`src/design/rlmd_pkg.sv`:
```
// Shared types and constants for the run-list mapping decoder.
`timescale 1ns / 1ps

package rlmd_pkg;

  localparam int unsigned WORD_W  = 64;
  localparam int unsigned BYTE_W  = 8;
  localparam int unsigned LANES   = 8;   // bytes per 64-bit field
  localparam int unsigned TOTAL_W = 7;   // width of the run_total field
  localparam int unsigned NIB_W   = 4;

  localparam logic [NIB_W-1:0] IDX_SAT = 4'hF;  // field byte index saturates here

  typedef enum logic [1:0] {
    PH_HEADER = 2'd0,
    PH_LENGTH = 2'd1,
    PH_OFFSET = 2'd2,
    PH_DONE   = 2'd3
  } phase_e;

  typedef enum logic {
    KIND_RUN = 1'b0,
    KIND_END = 1'b1
  } kind_e;

  // One result record as it leaves the block.
  typedef struct packed {
    kind_e               kind;
    logic [WORD_W-1:0]   start;
    logic                sparse;
    logic [WORD_W-1:0]   clusters;
    logic [TOTAL_W-1:0]  total;
    logic                last;
  } rec_t;

  // Up to two records produced by one input byte.
  typedef struct packed {
    logic [1:0] cnt;
    rec_t       rec0;
    rec_t       rec1;
  } push_t;

endpackage

```
`src/design/rlmd_step.sv`:
```
// Parse state and per-byte decode step of the run-list mapping decoder.
`timescale 1ns / 1ps

module rlmd_step
  import rlmd_pkg::*;
#(
  parameter int unsigned MAX_RUNS = 64
) (
  input  logic              clk_i,
  input  logic              rst_ni,
  input  logic              in_fire_i,
  input  logic [BYTE_W-1:0] data_byte_i,
  input  logic              last_byte_i,
  output push_t             push_o
);

  localparam int unsigned CNT_W = $clog2(MAX_RUNS + 1);

  phase_e             phase_q, phase_d;
  logic [NIB_W-1:0]   len_left_q, len_left_d;
  logic [NIB_W-1:0]   off_left_q, off_left_d;
  logic [NIB_W-1:0]   idx_q, idx_d;
  logic [WORD_W-1:0]  len_acc_q, len_acc_d;
  logic [WORD_W-1:0]  off_acc_q, off_acc_d;
  logic [WORD_W-1:0]  clus_q, clus_d;
  logic [CNT_W-1:0]   cnt_q, cnt_d;
  logic               off_empty_q, off_empty_d;

  logic               run_done, stop;
  logic [NIB_W-1:0]   idx_next;
  logic [CNT_W-1:0]   cnt_new;
  rec_t               run_rec, end_rec;

  // OR a byte into the lane picked by the field byte index.
  function automatic logic [WORD_W-1:0] take_byte(input logic [WORD_W-1:0] acc,
                                                  input logic [NIB_W-1:0]  idx,
                                                  input logic [BYTE_W-1:0] b);
    logic [WORD_W-1:0] res;
    res = acc;
    for (int j = 0; j < LANES; j++) begin
      if (idx == NIB_W'(j)) res[j*BYTE_W +: BYTE_W] = acc[j*BYTE_W +: BYTE_W] | b;
    end
    return res;
  endfunction

  // Fill all lanes from idx upward with ones (sign extension).
  function automatic logic [WORD_W-1:0] sign_fill(input logic [WORD_W-1:0] acc,
                                                  input logic [NIB_W-1:0]  idx);
    logic [WORD_W-1:0] res;
    res = acc;
    for (int j = 0; j < LANES; j++) begin
      if (NIB_W'(j) >= idx) res[j*BYTE_W +: BYTE_W] = '1;
    end
    return res;
  endfunction

  always_comb begin
    phase_d     = phase_q;
    len_left_d  = len_left_q;
    off_left_d  = off_left_q;
    idx_d       = idx_q;
    len_acc_d   = len_acc_q;
    off_acc_d   = off_acc_q;
    clus_d      = clus_q;
    off_empty_d = off_empty_q;
    run_done    = 1'b0;
    stop        = 1'b0;
    idx_next    = (idx_q < IDX_SAT) ? idx_q + 1'b1 : idx_q;

    if (in_fire_i) begin
      case (phase_q)
        PH_HEADER: begin
          if (data_byte_i[NIB_W-1:0] == '0) begin
            stop = 1'b1;
          end else begin
            len_left_d  = data_byte_i[NIB_W-1:0];
            off_left_d  = data_byte_i[BYTE_W-1:NIB_W];
            off_empty_d = (data_byte_i[BYTE_W-1:NIB_W] == '0);
            idx_d       = '0;
            len_acc_d   = '0;
            off_acc_d   = '0;
            phase_d     = PH_LENGTH;
          end
        end
        PH_LENGTH: begin
          len_acc_d  = take_byte(len_acc_q, idx_q, data_byte_i);
          idx_d      = idx_next;
          len_left_d = (len_left_q != '0) ? len_left_q - 1'b1 : len_left_q;
          if (len_left_d == '0) begin
            if (off_left_q == '0) begin
              run_done = 1'b1;
            end else begin
              phase_d = PH_OFFSET;
              idx_d   = '0;
            end
          end
        end
        PH_OFFSET: begin
          off_acc_d  = take_byte(off_acc_q, idx_q, data_byte_i);
          idx_d      = idx_next;
          off_left_d = (off_left_q != '0) ? off_left_q - 1'b1 : off_left_q;
          if (off_left_d == '0) begin
            if (idx_next < NIB_W'(LANES) && data_byte_i[BYTE_W-1]) begin
              off_acc_d = sign_fill(off_acc_d, idx_next);
            end
            run_done = 1'b1;
          end
        end
        default: ;  // list already ended: bytes are dropped
      endcase
    end

    cnt_new = run_done ? cnt_q + 1'b1 : cnt_q;
    cnt_d   = cnt_new;

    if (run_done) begin
      if (!off_empty_d) clus_d = clus_q + off_acc_d;
      if (cnt_new >= CNT_W'(MAX_RUNS)) stop = 1'b1;
      else                             phase_d = PH_HEADER;
    end
    if (in_fire_i && last_byte_i && phase_q != PH_DONE) stop = 1'b1;
    if (stop) phase_d = PH_DONE;

    run_rec.kind     = KIND_RUN;
    run_rec.start    = off_empty_d ? '1 : clus_d;
    run_rec.sparse   = off_empty_d;
    run_rec.clusters = len_acc_d;
    run_rec.total    = TOTAL_W'(cnt_new);
    run_rec.last     = !stop;

    end_rec.kind     = KIND_END;
    end_rec.start    = '0;
    end_rec.sparse   = 1'b0;
    end_rec.clusters = '0;
    end_rec.total    = TOTAL_W'(cnt_new);
    end_rec.last     = 1'b1;

    push_o.rec1 = end_rec;
    if (run_done) begin
      push_o.cnt  = stop ? 2'd2 : 2'd1;
      push_o.rec0 = run_rec;
    end else begin
      push_o.cnt  = stop ? 2'd1 : 2'd0;
      push_o.rec0 = end_rec;
    end

    // End of buffer puts everything back to the reset state.
    if (in_fire_i && last_byte_i) begin
      phase_d     = PH_HEADER;
      len_left_d  = '0;
      off_left_d  = '0;
      idx_d       = '0;
      len_acc_d   = '0;
      off_acc_d   = '0;
      clus_d      = '0;
      cnt_d       = '0;
      off_empty_d = 1'b0;
    end
  end

  always_ff @(posedge clk_i or negedge rst_ni) begin
    if (!rst_ni) begin
      phase_q     <= PH_HEADER;
      len_left_q  <= '0;
      off_left_q  <= '0;
      idx_q       <= '0;
      len_acc_q   <= '0;
      off_acc_q   <= '0;
      clus_q      <= '0;
      cnt_q       <= '0;
      off_empty_q <= 1'b0;
    end else begin
      phase_q     <= phase_d;
      len_left_q  <= len_left_d;
      off_left_q  <= off_left_d;
      idx_q       <= idx_d;
      len_acc_q   <= len_acc_d;
      off_acc_q   <= off_acc_d;
      clus_q      <= clus_d;
      cnt_q       <= cnt_d;
      off_empty_q <= off_empty_d;
    end
  end

  a_cnt_bound: assert property (@(posedge clk_i) disable iff (!rst_ni)
    cnt_q <= CNT_W'(MAX_RUNS))
    else $error("run counter above run limit");

  a_pair_order: assert property (@(posedge clk_i) disable iff (!rst_ni)
    (push_o.cnt == 2'd2) |-> (push_o.rec0.kind == KIND_RUN && push_o.rec1.kind == KIND_END
                              && !push_o.rec0.last))
    else $error("two-record step must be run then end record");

  a_done_sticky: assert property (@(posedge clk_i) disable iff (!rst_ni)
    (in_fire_i && phase_q == PH_DONE && !last_byte_i) |=> (phase_q == PH_DONE))
    else $error("left ended state before end of buffer");

  a_done_silent: assert property (@(posedge clk_i) disable iff (!rst_ni)
    (phase_q == PH_DONE) |-> (push_o.cnt == 2'd0))
    else $error("record produced after end of list");

endmodule

```
`src/design/rlmd_out_queue.sv`:
```
// Three-entry result queue; takes up to two records per cycle, drains one per cycle while out_ready_i is high.
`timescale 1ns / 1ps

module rlmd_out_queue
  import rlmd_pkg::*;
(
  input  logic  clk_i,
  input  logic  rst_ni,
  input  push_t push_i,
  output logic  room_o,
  output logic  out_valid_o,
  input  logic  out_ready_i,
  output rec_t  head_o
);

  localparam int unsigned Q_DEPTH = 3;

  rec_t       slot_q [Q_DEPTH];
  rec_t       slot_d [Q_DEPTH];
  logic [1:0] cnt_q, cnt_d;
  logic [1:0] base;
  logic       pop;

  assign out_valid_o = (cnt_q != 2'd0);
  assign room_o      = (cnt_q <= 2'd1);
  assign head_o      = slot_q[0];

  always_comb begin
    pop  = out_valid_o && out_ready_i;
    base = cnt_q - {1'b0, pop};
    for (int i = 0; i < Q_DEPTH; i++) begin
      if (pop && i < Q_DEPTH - 1) slot_d[i] = slot_q[(i + 1) % Q_DEPTH];
      else                        slot_d[i] = slot_q[i];
      if (push_i.cnt != 2'd0 && base == 2'(i))                  slot_d[i] = push_i.rec0;
      if (push_i.cnt == 2'd2 && base + 2'd1 == 2'(i))           slot_d[i] = push_i.rec1;
    end
    cnt_d = base + push_i.cnt;
  end

  always_ff @(posedge clk_i) begin
    for (int i = 0; i < Q_DEPTH; i++) slot_q[i] <= slot_d[i];
  end

  always_ff @(posedge clk_i or negedge rst_ni) begin
    if (!rst_ni) begin
      cnt_q <= '0;
    end else begin
      cnt_q <= cnt_d;
    end
  end

  a_no_overflow: assert property (@(posedge clk_i) disable iff (!rst_ni)
    (cnt_q > 2'd1) |-> (push_i.cnt == 2'd0))
    else $error("records pushed into a full queue");

endmodule

```
`src/design/run_list_mapping_decoder.sv`:
```
// Top level of the mapping-pairs run-list decoder.
`timescale 1ns / 1ps

// Channel  Direction  Handshake              Payload
// -------  ---------  ---------------------  ---------------------------------------------
// in       input      in_valid_i/in_ready_o  data_byte_i, last_byte_i
// out      output     out_valid_o/out_ready_i record_kind_o, cluster_start_o, sparse_run_o,
//                                             run_clusters_o, run_total_o, last_result_o
//
// One byte per cycle while in_ready_o is high: each accepted byte is decoded in the cycle
// of its transfer and its zero, one or two records are registered in a three-entry result
// queue. in_ready_o is high while the queue holds at most one record, so a byte that makes
// two records (run plus end record) holds off the next byte until the queue is back to at most one record.
// Reset (rst_ni low, async) puts the parser at the header phase with zero counters and
// empties the queue. A stall on the output only blocks input once two records are waiting.

module run_list_mapping_decoder
  import rlmd_pkg::*;
#(
  parameter int unsigned MAX_RUNS = 64
) (
  input  logic                     clk_i,
  input  logic                     rst_ni,
  input  logic                     in_valid_i,
  output logic                     in_ready_o,
  input  logic [7:0]               data_byte_i,
  input  logic                     last_byte_i,
  output logic                     out_valid_o,
  input  logic                     out_ready_i,
  output logic                     record_kind_o,
  output logic signed [63:0]       cluster_start_o,
  output logic                     sparse_run_o,
  output logic [63:0]              run_clusters_o,
  output logic [6:0]               run_total_o,
  output logic                     last_result_o
);

  push_t push;
  rec_t  head;
  logic  in_fire;

  // Byte transfer: the decode step only advances on a completed handshake.
  assign in_fire = in_valid_i && in_ready_o;

  rlmd_step #(
    .MAX_RUNS (MAX_RUNS)
  ) u_step (
    .clk_i       (clk_i),
    .rst_ni      (rst_ni),
    .in_fire_i   (in_fire),
    .data_byte_i (data_byte_i),
    .last_byte_i (last_byte_i),
    .push_o      (push)
  );

  // Result register stage: decouples output stalls from the byte stream.
  rlmd_out_queue u_queue (
    .clk_i       (clk_i),
    .rst_ni      (rst_ni),
    .push_i      (push),
    .room_o      (in_ready_o),
    .out_valid_o (out_valid_o),
    .out_ready_i (out_ready_i),
    .head_o      (head)
  );

  assign record_kind_o   = head.kind;
  assign cluster_start_o = head.start;
  assign sparse_run_o    = head.sparse;
  assign run_clusters_o  = head.clusters;
  assign run_total_o     = head.total;
  assign last_result_o   = head.last;

endmodule

```
`config.mk`:
```
export PLATFORM = sky130hd
export DESIGN_NAME = run_list_mapping_decoder
export DESIGN_NICKNAME = d
export VERILOG_FILES = /design/src/design/rlmd_pkg.sv /design/src/design/rlmd_step.sv /design/src/design/rlmd_out_queue.sv /design/src/design/run_list_mapping_decoder.sv
export SDC_FILE = /design/constraint.sdc
export NUM_CORES = 1
export LEC_CHECK = 0
export BUFFER_PORTS_ARGS = -buffer_cell sky130_fd_sc_hd__buf_4
export CORE_MARGIN = 4
export CORE_UTILIZATION = 28
export CTS_BUF_LIST = sky130_fd_sc_hd__clkbuf_8
export DETAILED_ROUTE_END_ITERATION = 10
export MAX_ROUTING_LAYER = met4
export PLACE_DENSITY = 0.47
export SYNTH_ARGS = -nofsm -noshare
export SYNTH_HDL_FRONTEND = slang
export SYNTH_SLANG_ARGS = --single-unit
```
`constraint.sdc`:
```
create_clock -name clk_i -period 6.75 [get_ports clk_i]
set_input_delay 0.3375 -clock clk_i [delete_from_list [all_inputs] [get_ports clk_i]]
set_output_delay 0.3375 -clock clk_i [all_outputs]
set_load 0.005 [all_outputs]
```
==> run summary, run 1 <==
drt pass-1 iters -> 5
Gate Count Post-Synth -> 3912
count of pins over their slew limit -> 0
CP Buf/Inv Count -> 2
# Max-Cap Violations -> 0
fraction of layout cells with a size suffix above 1 -> 11.1%
Initial DRC Count -> 1917
Root Driver -> clkbuf_8
Final ANT Viol Nets -> 0
Mapped Nets -> 4007
Seq/Total Area, Yosys -> 44.6%
drt drc -> 0
Max transition margin -> 26.2%
slowest library cell on the worst path -> a2111oi_0
top-count cell post-synth -> nand2_1
dpl hpwl -> 67.8 mm
final core occ -> 31.8%
Hold/Removal Path Class -> primary input to register
syn avg cell area -> 7.97 µm²
synth unique cells -> 79
Finished Cell Area -> 35200 µm²
row cnt -> 122
RSZ-0062 raised after global routing -> false
die area -> 117000 µm²
Yosys reg bits -> 630
worst-skew pair later-pin latency -> 0.79 ns
asr flop ratio synth -> 34.3%
height of the die -> 342 µm
H-tree depth -> 3
vias in the first global route -> 25788
Leak -> 15.0 nW
Bufs on Longest Clock Path -> 3
Ports -> 153
post-CTS setup buffer count -> 0
detailed-route via count -> 26968
Final Hold Viols -> 0
Syn-to-layout area delta -> 12.9%
grt total ovfl -> 0
gpl congestion -> 0.896
worst-path fanout max -> 12
ys flop type -> dfxtp_1
Setup Total Neg Slack -> 0 ns
crit start category -> register
Post-Route WL -> 104 mm
IO Port Bufs -> 152
Final Setup Violations -> 0
actual slew at the worst max-slew pin -> 1.10 ns
CP required -> 7.36 ns
critical path endpoint category -> register
Worst EP arrival -> 6.65 ns
first-pass GRT wire length -> 161 mm
CP top delay family -> compound AO/OA/AOI/OAI gates
Post-synth EDFFs -> 21
clock tree from TritonCTS -> built
Total Nets Final -> 3912
largest area contributor in the netlist -> dfxtp_1
post-route minimum period -> 6.04 ns
Peak supply drop -> 0.264 mV
status -> completed
placed cell area -> 32700 µm²
Clock Sinks -> 630
total CTS buffers -> 115
synth cell count leaders -> nand2_1 (727), a21oi_1 (646), nor2_1 (420), dfxtp_1 (393), o21ai_0 (261)
cell area after synthesis -> 31200 µm²
top cells by area, synth -> dfxtp_1 (25%), dfrtp_1 (17%), a21oi_1 (10%), nand2_1 (8.8%), nor2_1 (5.1%)
Core Area -> 111000 µm²
largest net degree at the start of global routing -> 162
slowest cell delay on critical path -> 0.65 ns
initial antenna violation count -> 3
clk slew on worst S/H paths -> 0.07 ns
FF-to-FF setup slack -> 0.71 ns
routed len/inst -> 19.3 µm
CP Class -> register to register
fin worst setup slack -> 0.711 ns
Synthesis Warnings -> 0
vias per inst -> 4.98
fmax -> 166 MHz
Clock Skew -> 0.0423 ns
P per Cell Area -> 364 nW/µm²
Tcrit/Tclk final -> 89.5%
Die W -> 342 µm
Setup WS pre-CTS -> 0.556 ns
Initial Util -> 28.2%
GRT Total Usage -> 18.0%
CP cell instances -> inv_1 > ha_1 > nor4b_1 > a31oi_1 > nor2_1 > and3_1 > o21a_2 > nand3_1 > a21oi_1 > o21ai_0 > inv_1 > ha_1 > a21oi_1 > nand4b_1 > a2111oi_0 > nor3_1 > nor2_1 > a31oi_1 > o31ai_1 > a211oi_1 > xor2_1 > o21ai_0
top cell type's share of synthesized area -> 25.2%
-- power breakdown --
| part | switching [mW] | total (mW) | internal [mW] |
|---|---|---|---|
| sequential | 0.313 | 4.65 | 4.33 |
| clock | 1.76 | 3.82 | 2.06 |
| combinational | 2.99 | 4.33 | 1.34 |
-- flip-flops by register name (all words and copies together), names as in the netlist --
register and cells:
u_step.off_acc_q 64, u_step.len_left_q 4, u_step.len_acc_q 64, u_step.off_left_q 4
u_queue.cnt_q 2, u_queue.slot_q 414, u_step.clus_q 64, u_step.cnt_q 7
u_step.phase_q 2, u_step.idx_q 4, u_step.off_empty_q 1
-- cells by family after synthesis --
group	share of synthesized area (%)
fa+ha+maj	3.31
xor+xnor	2.03
compound gates	23.3
simple gates	18.8
flops	44.6
mux	0.598
buf+inv	7.42
-- layout make-up --
class / instances / area [µm²]
fill: 11878 / 75500
sequential: 630 / 13900
tap: 1488 / 1860
clock inverter: 74 / 443
timing repair buffer: 210 / 1660
multi-input combinational: 2811 / 15100
inverter: 49 / 189
antenna: 6 / 15.0
clock buffer: 145 / 2000
-- what timing repair did --
item / 4_1_cts / 5_1_grt
gates resized for setup: 0 / 1
hold buffers: 2 / 0
endpoints found under the setup margin: 0 / 4
endpoints found under the hold margin: 83 / 0
-- cells in the final DEF, fill, tap and decap left out, types with 41 or more instances in the layout --
cell,instances
dfrtp_1,216
dfxtp_1,393
buf_4,201
xnor2_1,41
a21oi_1,644
clkbuf_8,145
a22o_1,81
inv_1,84
o21ai_0,261
nand2_1,724
and2_1,73
ha_1,81
nor2_1,413
a21o_1,46
-- worst paths after layout --
check	start	to	depth (start not counted)
setup reg to reg	u_step.off_left_q[0]	u_queue.slot_q[0][374]	22
max in group asynchronous	rst_ni	u_step.len_acc_q[48]	3
hold / removal	data_byte_i[3]	u_step.len_left_q[3]	4
hold reg to reg	u_queue.slot_q[0][373]	u_queue.slot_q[0][373]	2
min in group asynchronous	rst_ni	u_step.clus_q[47]	2
setup / recovery	u_step.off_left_q[0]	u_queue.slot_q[0][374]	22
-- worst register-to-register path: cells and delay by family (launching register included) --
kind | cells | cell delay [ns]
simple gates | 7 | 1.75
fa+ha+maj | 2 | 0.39
buf+inv | 2 | 0.19
xor+xnor | 1 | 0.52
compound gates | 10 | 2.63
flops | 1 | 0.41
-- through the flow --
step                power [mW]  instances  hold slack, ns
finish                    12.8       5413           0.107
global route              13.6       5413          0.0674
CTS                       12.9       5407          0.0194
detailed placement        9.05       5186           0.373
global placement          9.04       5186           0.374
floorplan                 7.51       3912          0.0419
-- layer usage --
layer  GRT usage, %  up-vias  wire (µm)
met1           25.7    13080      51800
met3           2.84      144       5100
met5              -        -          0
met4           4.69        0       2190
met2           26.3      621      45300
li1               -    13123          -
Power figures use the tool's default switching activity.
==> run 2, diff against run 1 <==
--- a/config.mk
+++ b/config.mk
@@ -5,13 +5,13 @@
 export SDC_FILE = /design/constraint.sdc
 export NUM_CORES = 1
 export LEC_CHECK = 0
-export BUFFER_PORTS_ARGS = -buffer_cell sky130_fd_sc_hd__buf_4
+export BUFFER_PORTS_ARGS = -buffer_cell sky130_fd_sc_hd__buf_2
 export CORE_MARGIN = 4
-export CORE_UTILIZATION = 28
+export CORE_UTILIZATION = 60
 export CTS_BUF_LIST = sky130_fd_sc_hd__clkbuf_8
 export DETAILED_ROUTE_END_ITERATION = 10
 export MAX_ROUTING_LAYER = met4
-export PLACE_DENSITY = 0.47
+export PLACE_DENSITY = 0.82
 export SYNTH_ARGS = -nofsm -noshare
 export SYNTH_HDL_FRONTEND = slang
 export SYNTH_SLANG_ARGS = --single-unit
==> run 2 against run 1 <==
Non-clock buffer count fell by 12. Critical path depth grew 1. Global-route usage is 14 points higher. Largest cell class unchanged. Highest routed layer unchanged.
==> run summary, run 2 (synthesized netlist as in run 1, its figures left out) <==
FF-to-FF Start -> u_step.off_left_q[0] (unchanged)
die area -> 55700 µm² (was 117000 µm²)
worst-skew pair later-pin latency -> 0.72 ns (was 0.79 ns)
crit start category -> register (unchanged)
most common cell after layout, fill and taps aside -> nand2_1 (unchanged)
Peak supply drop -> 0.331 mV (was 0.264 mV)
drt pass-1 iters -> 6 (was 5)
Max transition margin -> 25.7% (was 26.2%)
RSZ-0062 raised after global routing -> false (unchanged)
# Max-Cap Violations -> 0 (unchanged)
actual slew at the worst max-slew pin -> 1.11 ns (was 1.10 ns)
IO Port Bufs -> 152 (unchanged)
GRT Total Usage -> 31.6% (was 18.0%)
Setup Total Neg Slack -> 0 ns (unchanged)
Finished Cell Area -> 33300 µm² (was 35200 µm²)
Final Hold Viols -> 0 (unchanged)
Clock Sinks -> 630 (unchanged)
metal2 WL -> 38.3 mm (was 45.3 mm)
Initial DRC Count -> 3388 (was 1917)
Initial Util -> 60.7% (was 28.2%)
Die W -> 236 µm (was 342 µm)
Final Setup Violations -> 0 (unchanged)
placed cell area -> 31200 µm² (was 32700 µm²)
detailed-route via count -> 27705 (was 26968)
drt drc -> 0 (unchanged)
post-CTS setup buffer count -> 0 (unchanged)
Worst EP arrival -> 6.65 ns (about the same)
Hold/Removal Path Class -> primary input to register (unchanged)
Core Area -> 51400 µm² (was 111000 µm²)
hold path start -> last_byte_i (was data_byte_i[3])
status -> completed (unchanged)
fmax -> 164 MHz (was 166 MHz)
worst-path fanout max -> 12 (unchanged)
Bufs on Longest Clock Path -> 3 (unchanged)
initial antenna violation count -> 1 (was 3)
post-route minimum period -> 6.08 ns (was 6.04 ns)
Tcrit/Tclk final -> 90.1% (was 89.5%)
critical path endpoint category -> register (unchanged)
most flop-heavy register -> u_queue.slot_q (unchanged)
clk slew on worst S/H paths -> 0.06 ns (was 0.07 ns)
routed len/inst -> 19.5 µm (was 19.3 µm)
row cnt -> 83 (was 122)
vias in the first global route -> 25425 (was 25788)
topmost layer with routed signal wires -> met4 (unchanged)
P per Cell Area -> 364 nW/µm² (about the same)
CP Class -> register to register (unchanged)
number of flip-flops in the largest register -> 414 (unchanged)
fill count -> 4316 (was 11878)
clock tree from TritonCTS -> built (unchanged)
Detail Route met3 WL -> 9.25 mm (was 5.10 mm)
largest net degree at the start of global routing -> 168 (was 162)
Root Driver -> clkbuf_8 (unchanged)
dpl hpwl -> 57.3 mm (was 67.8 mm)
Syn-to-layout area delta -> 6.77% (was 12.9%)
fin worst setup slack -> 0.666 ns (was 0.711 ns)
vias per inst -> 6.08 (was 4.98)
Post-Route WL -> 89.0 mm (was 104 mm)
commonest cells after routing, fill and taps aside -> nand2_1 (725), a21oi_1 (644), nor2_1 (413) (was nand2_1 (724), a21oi_1 (644), nor2_1 (413))
Total Nets Final -> 3885 (was 3912)
Critical Path Start -> u_step.off_left_q[0] (unchanged)
WL met1 -> 39.1 mm (was 51.8 mm)
CP required -> 7.32 ns (was 7.36 ns)
first-pass GRT wire length -> 140 mm (was 161 mm)
Ports -> 153 (unchanged)
gpl congestion -> 0.999 (was 0.896)
count of pins over their slew limit -> 0 (unchanged)
total CTS buffers -> 100 (was 115)
grt total ovfl -> 0 (unchanged)
H-tree depth -> 3 (unchanged)
Setup WS pre-CTS -> 0.654 ns (was 0.556 ns)
Clock Skew -> 0.0297 ns (was 0.0423 ns)
fraction of layout cells with a size suffix above 1 -> 9.88% (was 11.1%)
Hold WS -> 0.0736 ns (was 0.107 ns)
height of the die -> 236 µm (was 342 µm)
Final ANT Viol Nets -> 0 (unchanged)
Leak -> 14.8 nW (was 15.0 nW)
## run 2: cell count changes in the layout (fill, tap and decap cells not counted), moves of 3 or more
cell / change
buf_4: -163
buf_2: +151
clkbuf_8: -25
inv_1: +15
clkinv_2: -12
clkinv_1: -8
diode_2: -5
inv_6: -3
## run 2: area by class of cell
| class | count | area, µm² | share of cell area, % |
|---|---|---|---|
| diodes | 1 | 2.50 | 0.00752 |
| flip-flops and latches | 630 | 13900 | 41.8 |
| well taps | 680 | 851 | 2.56 |
| repair buffers | 198 | 1200 | 3.62 |
| clock buffers | 119 | 1640 | 4.92 |
| multi-input cells | 2811 | 15100 | 45.3 |
| clock inverters | 68 | 412 | 1.24 |
| inverters | 49 | 186 | 0.560 |
## run 2: path summary, 6_finish.rpt
check	endpoint	slack (ns)	depth (start not counted)
setup / recovery	u_queue.slot_q[0][127]	0.67	23
hold / removal	u_step.len_left_q[0]	0.07	4
setup reg to reg	u_queue.slot_q[0][127]	0.67	23
hold reg to reg	u_queue.slot_q[0][378]	0.44	2
max in group asynchronous	u_step.len_acc_q[28]	5.31	3
min in group asynchronous	u_step.clus_q[61]	0.12	2
## run 2: repair_timing
| item | CTS | global route |
|---|---|---|
| resized for setup | 0 | 1 |
| endpoints found under the hold margin | 49 | 0 |
| hold buffers | 1 | 0 |
| endpoints found under the setup margin | 0 | 4 |
## run 2: routing by layer
metal  global-route usage [%]  vias up
met2                     44.6     1399
met5                        -        -
met3                     6.57      175
li1                         -    13022
met1                     45.6    13109
met4                     10.1        0
## run 2: worst max-delay path, cell delays in order, from the launching register on
cell and delay, ns:
dfrtp_1 0.42, inv_1 0.09, ha_1 0.26, nor4b_1 0.27, a31oi_1 0.07, nor2_1 0.12, and3_1 0.43, o21a_2 0.35
nand3_1 0.29, a21oi_1 0.23, o21a_1 0.14, ha_1 0.19, inv_1 0.07, fa_1 0.42, nand2b_1 0.18, a21oi_1 0.20
nor2b_1 0.15, o41ai_4 0.54, a31oi_2 0.26, nor4b_2 0.41, nor2b_1 0.16, o21ai_1 0.18, mux2i_1 0.38, o21ai_0 0.14
## run 2: power by group
| part | internal (mW) | leakage, nW | switching [mW] |
|---|---|---|---|
| clock network | 1.76 | 1.23 | 1.56 |
| registers | 4.33 | 6.36 | 0.306 |
| logic | 1.24 | 7.17 | 2.93 |
| total | 7.33 | 14.8 | 4.80 |
## run 2: metrics by stage
stage / total power, mW / utilization, % / std cells
global route: 12.7 / 64.8 / 4555
global placement: 8.67 / 60.8 / 4367
floorplan: 7.51 / - / 3912
finish: 12.1 / 64.8 / 4556
CTS: 12.0 / 64.8 / 4555
detailed placement: 8.73 / 60.8 / 4367
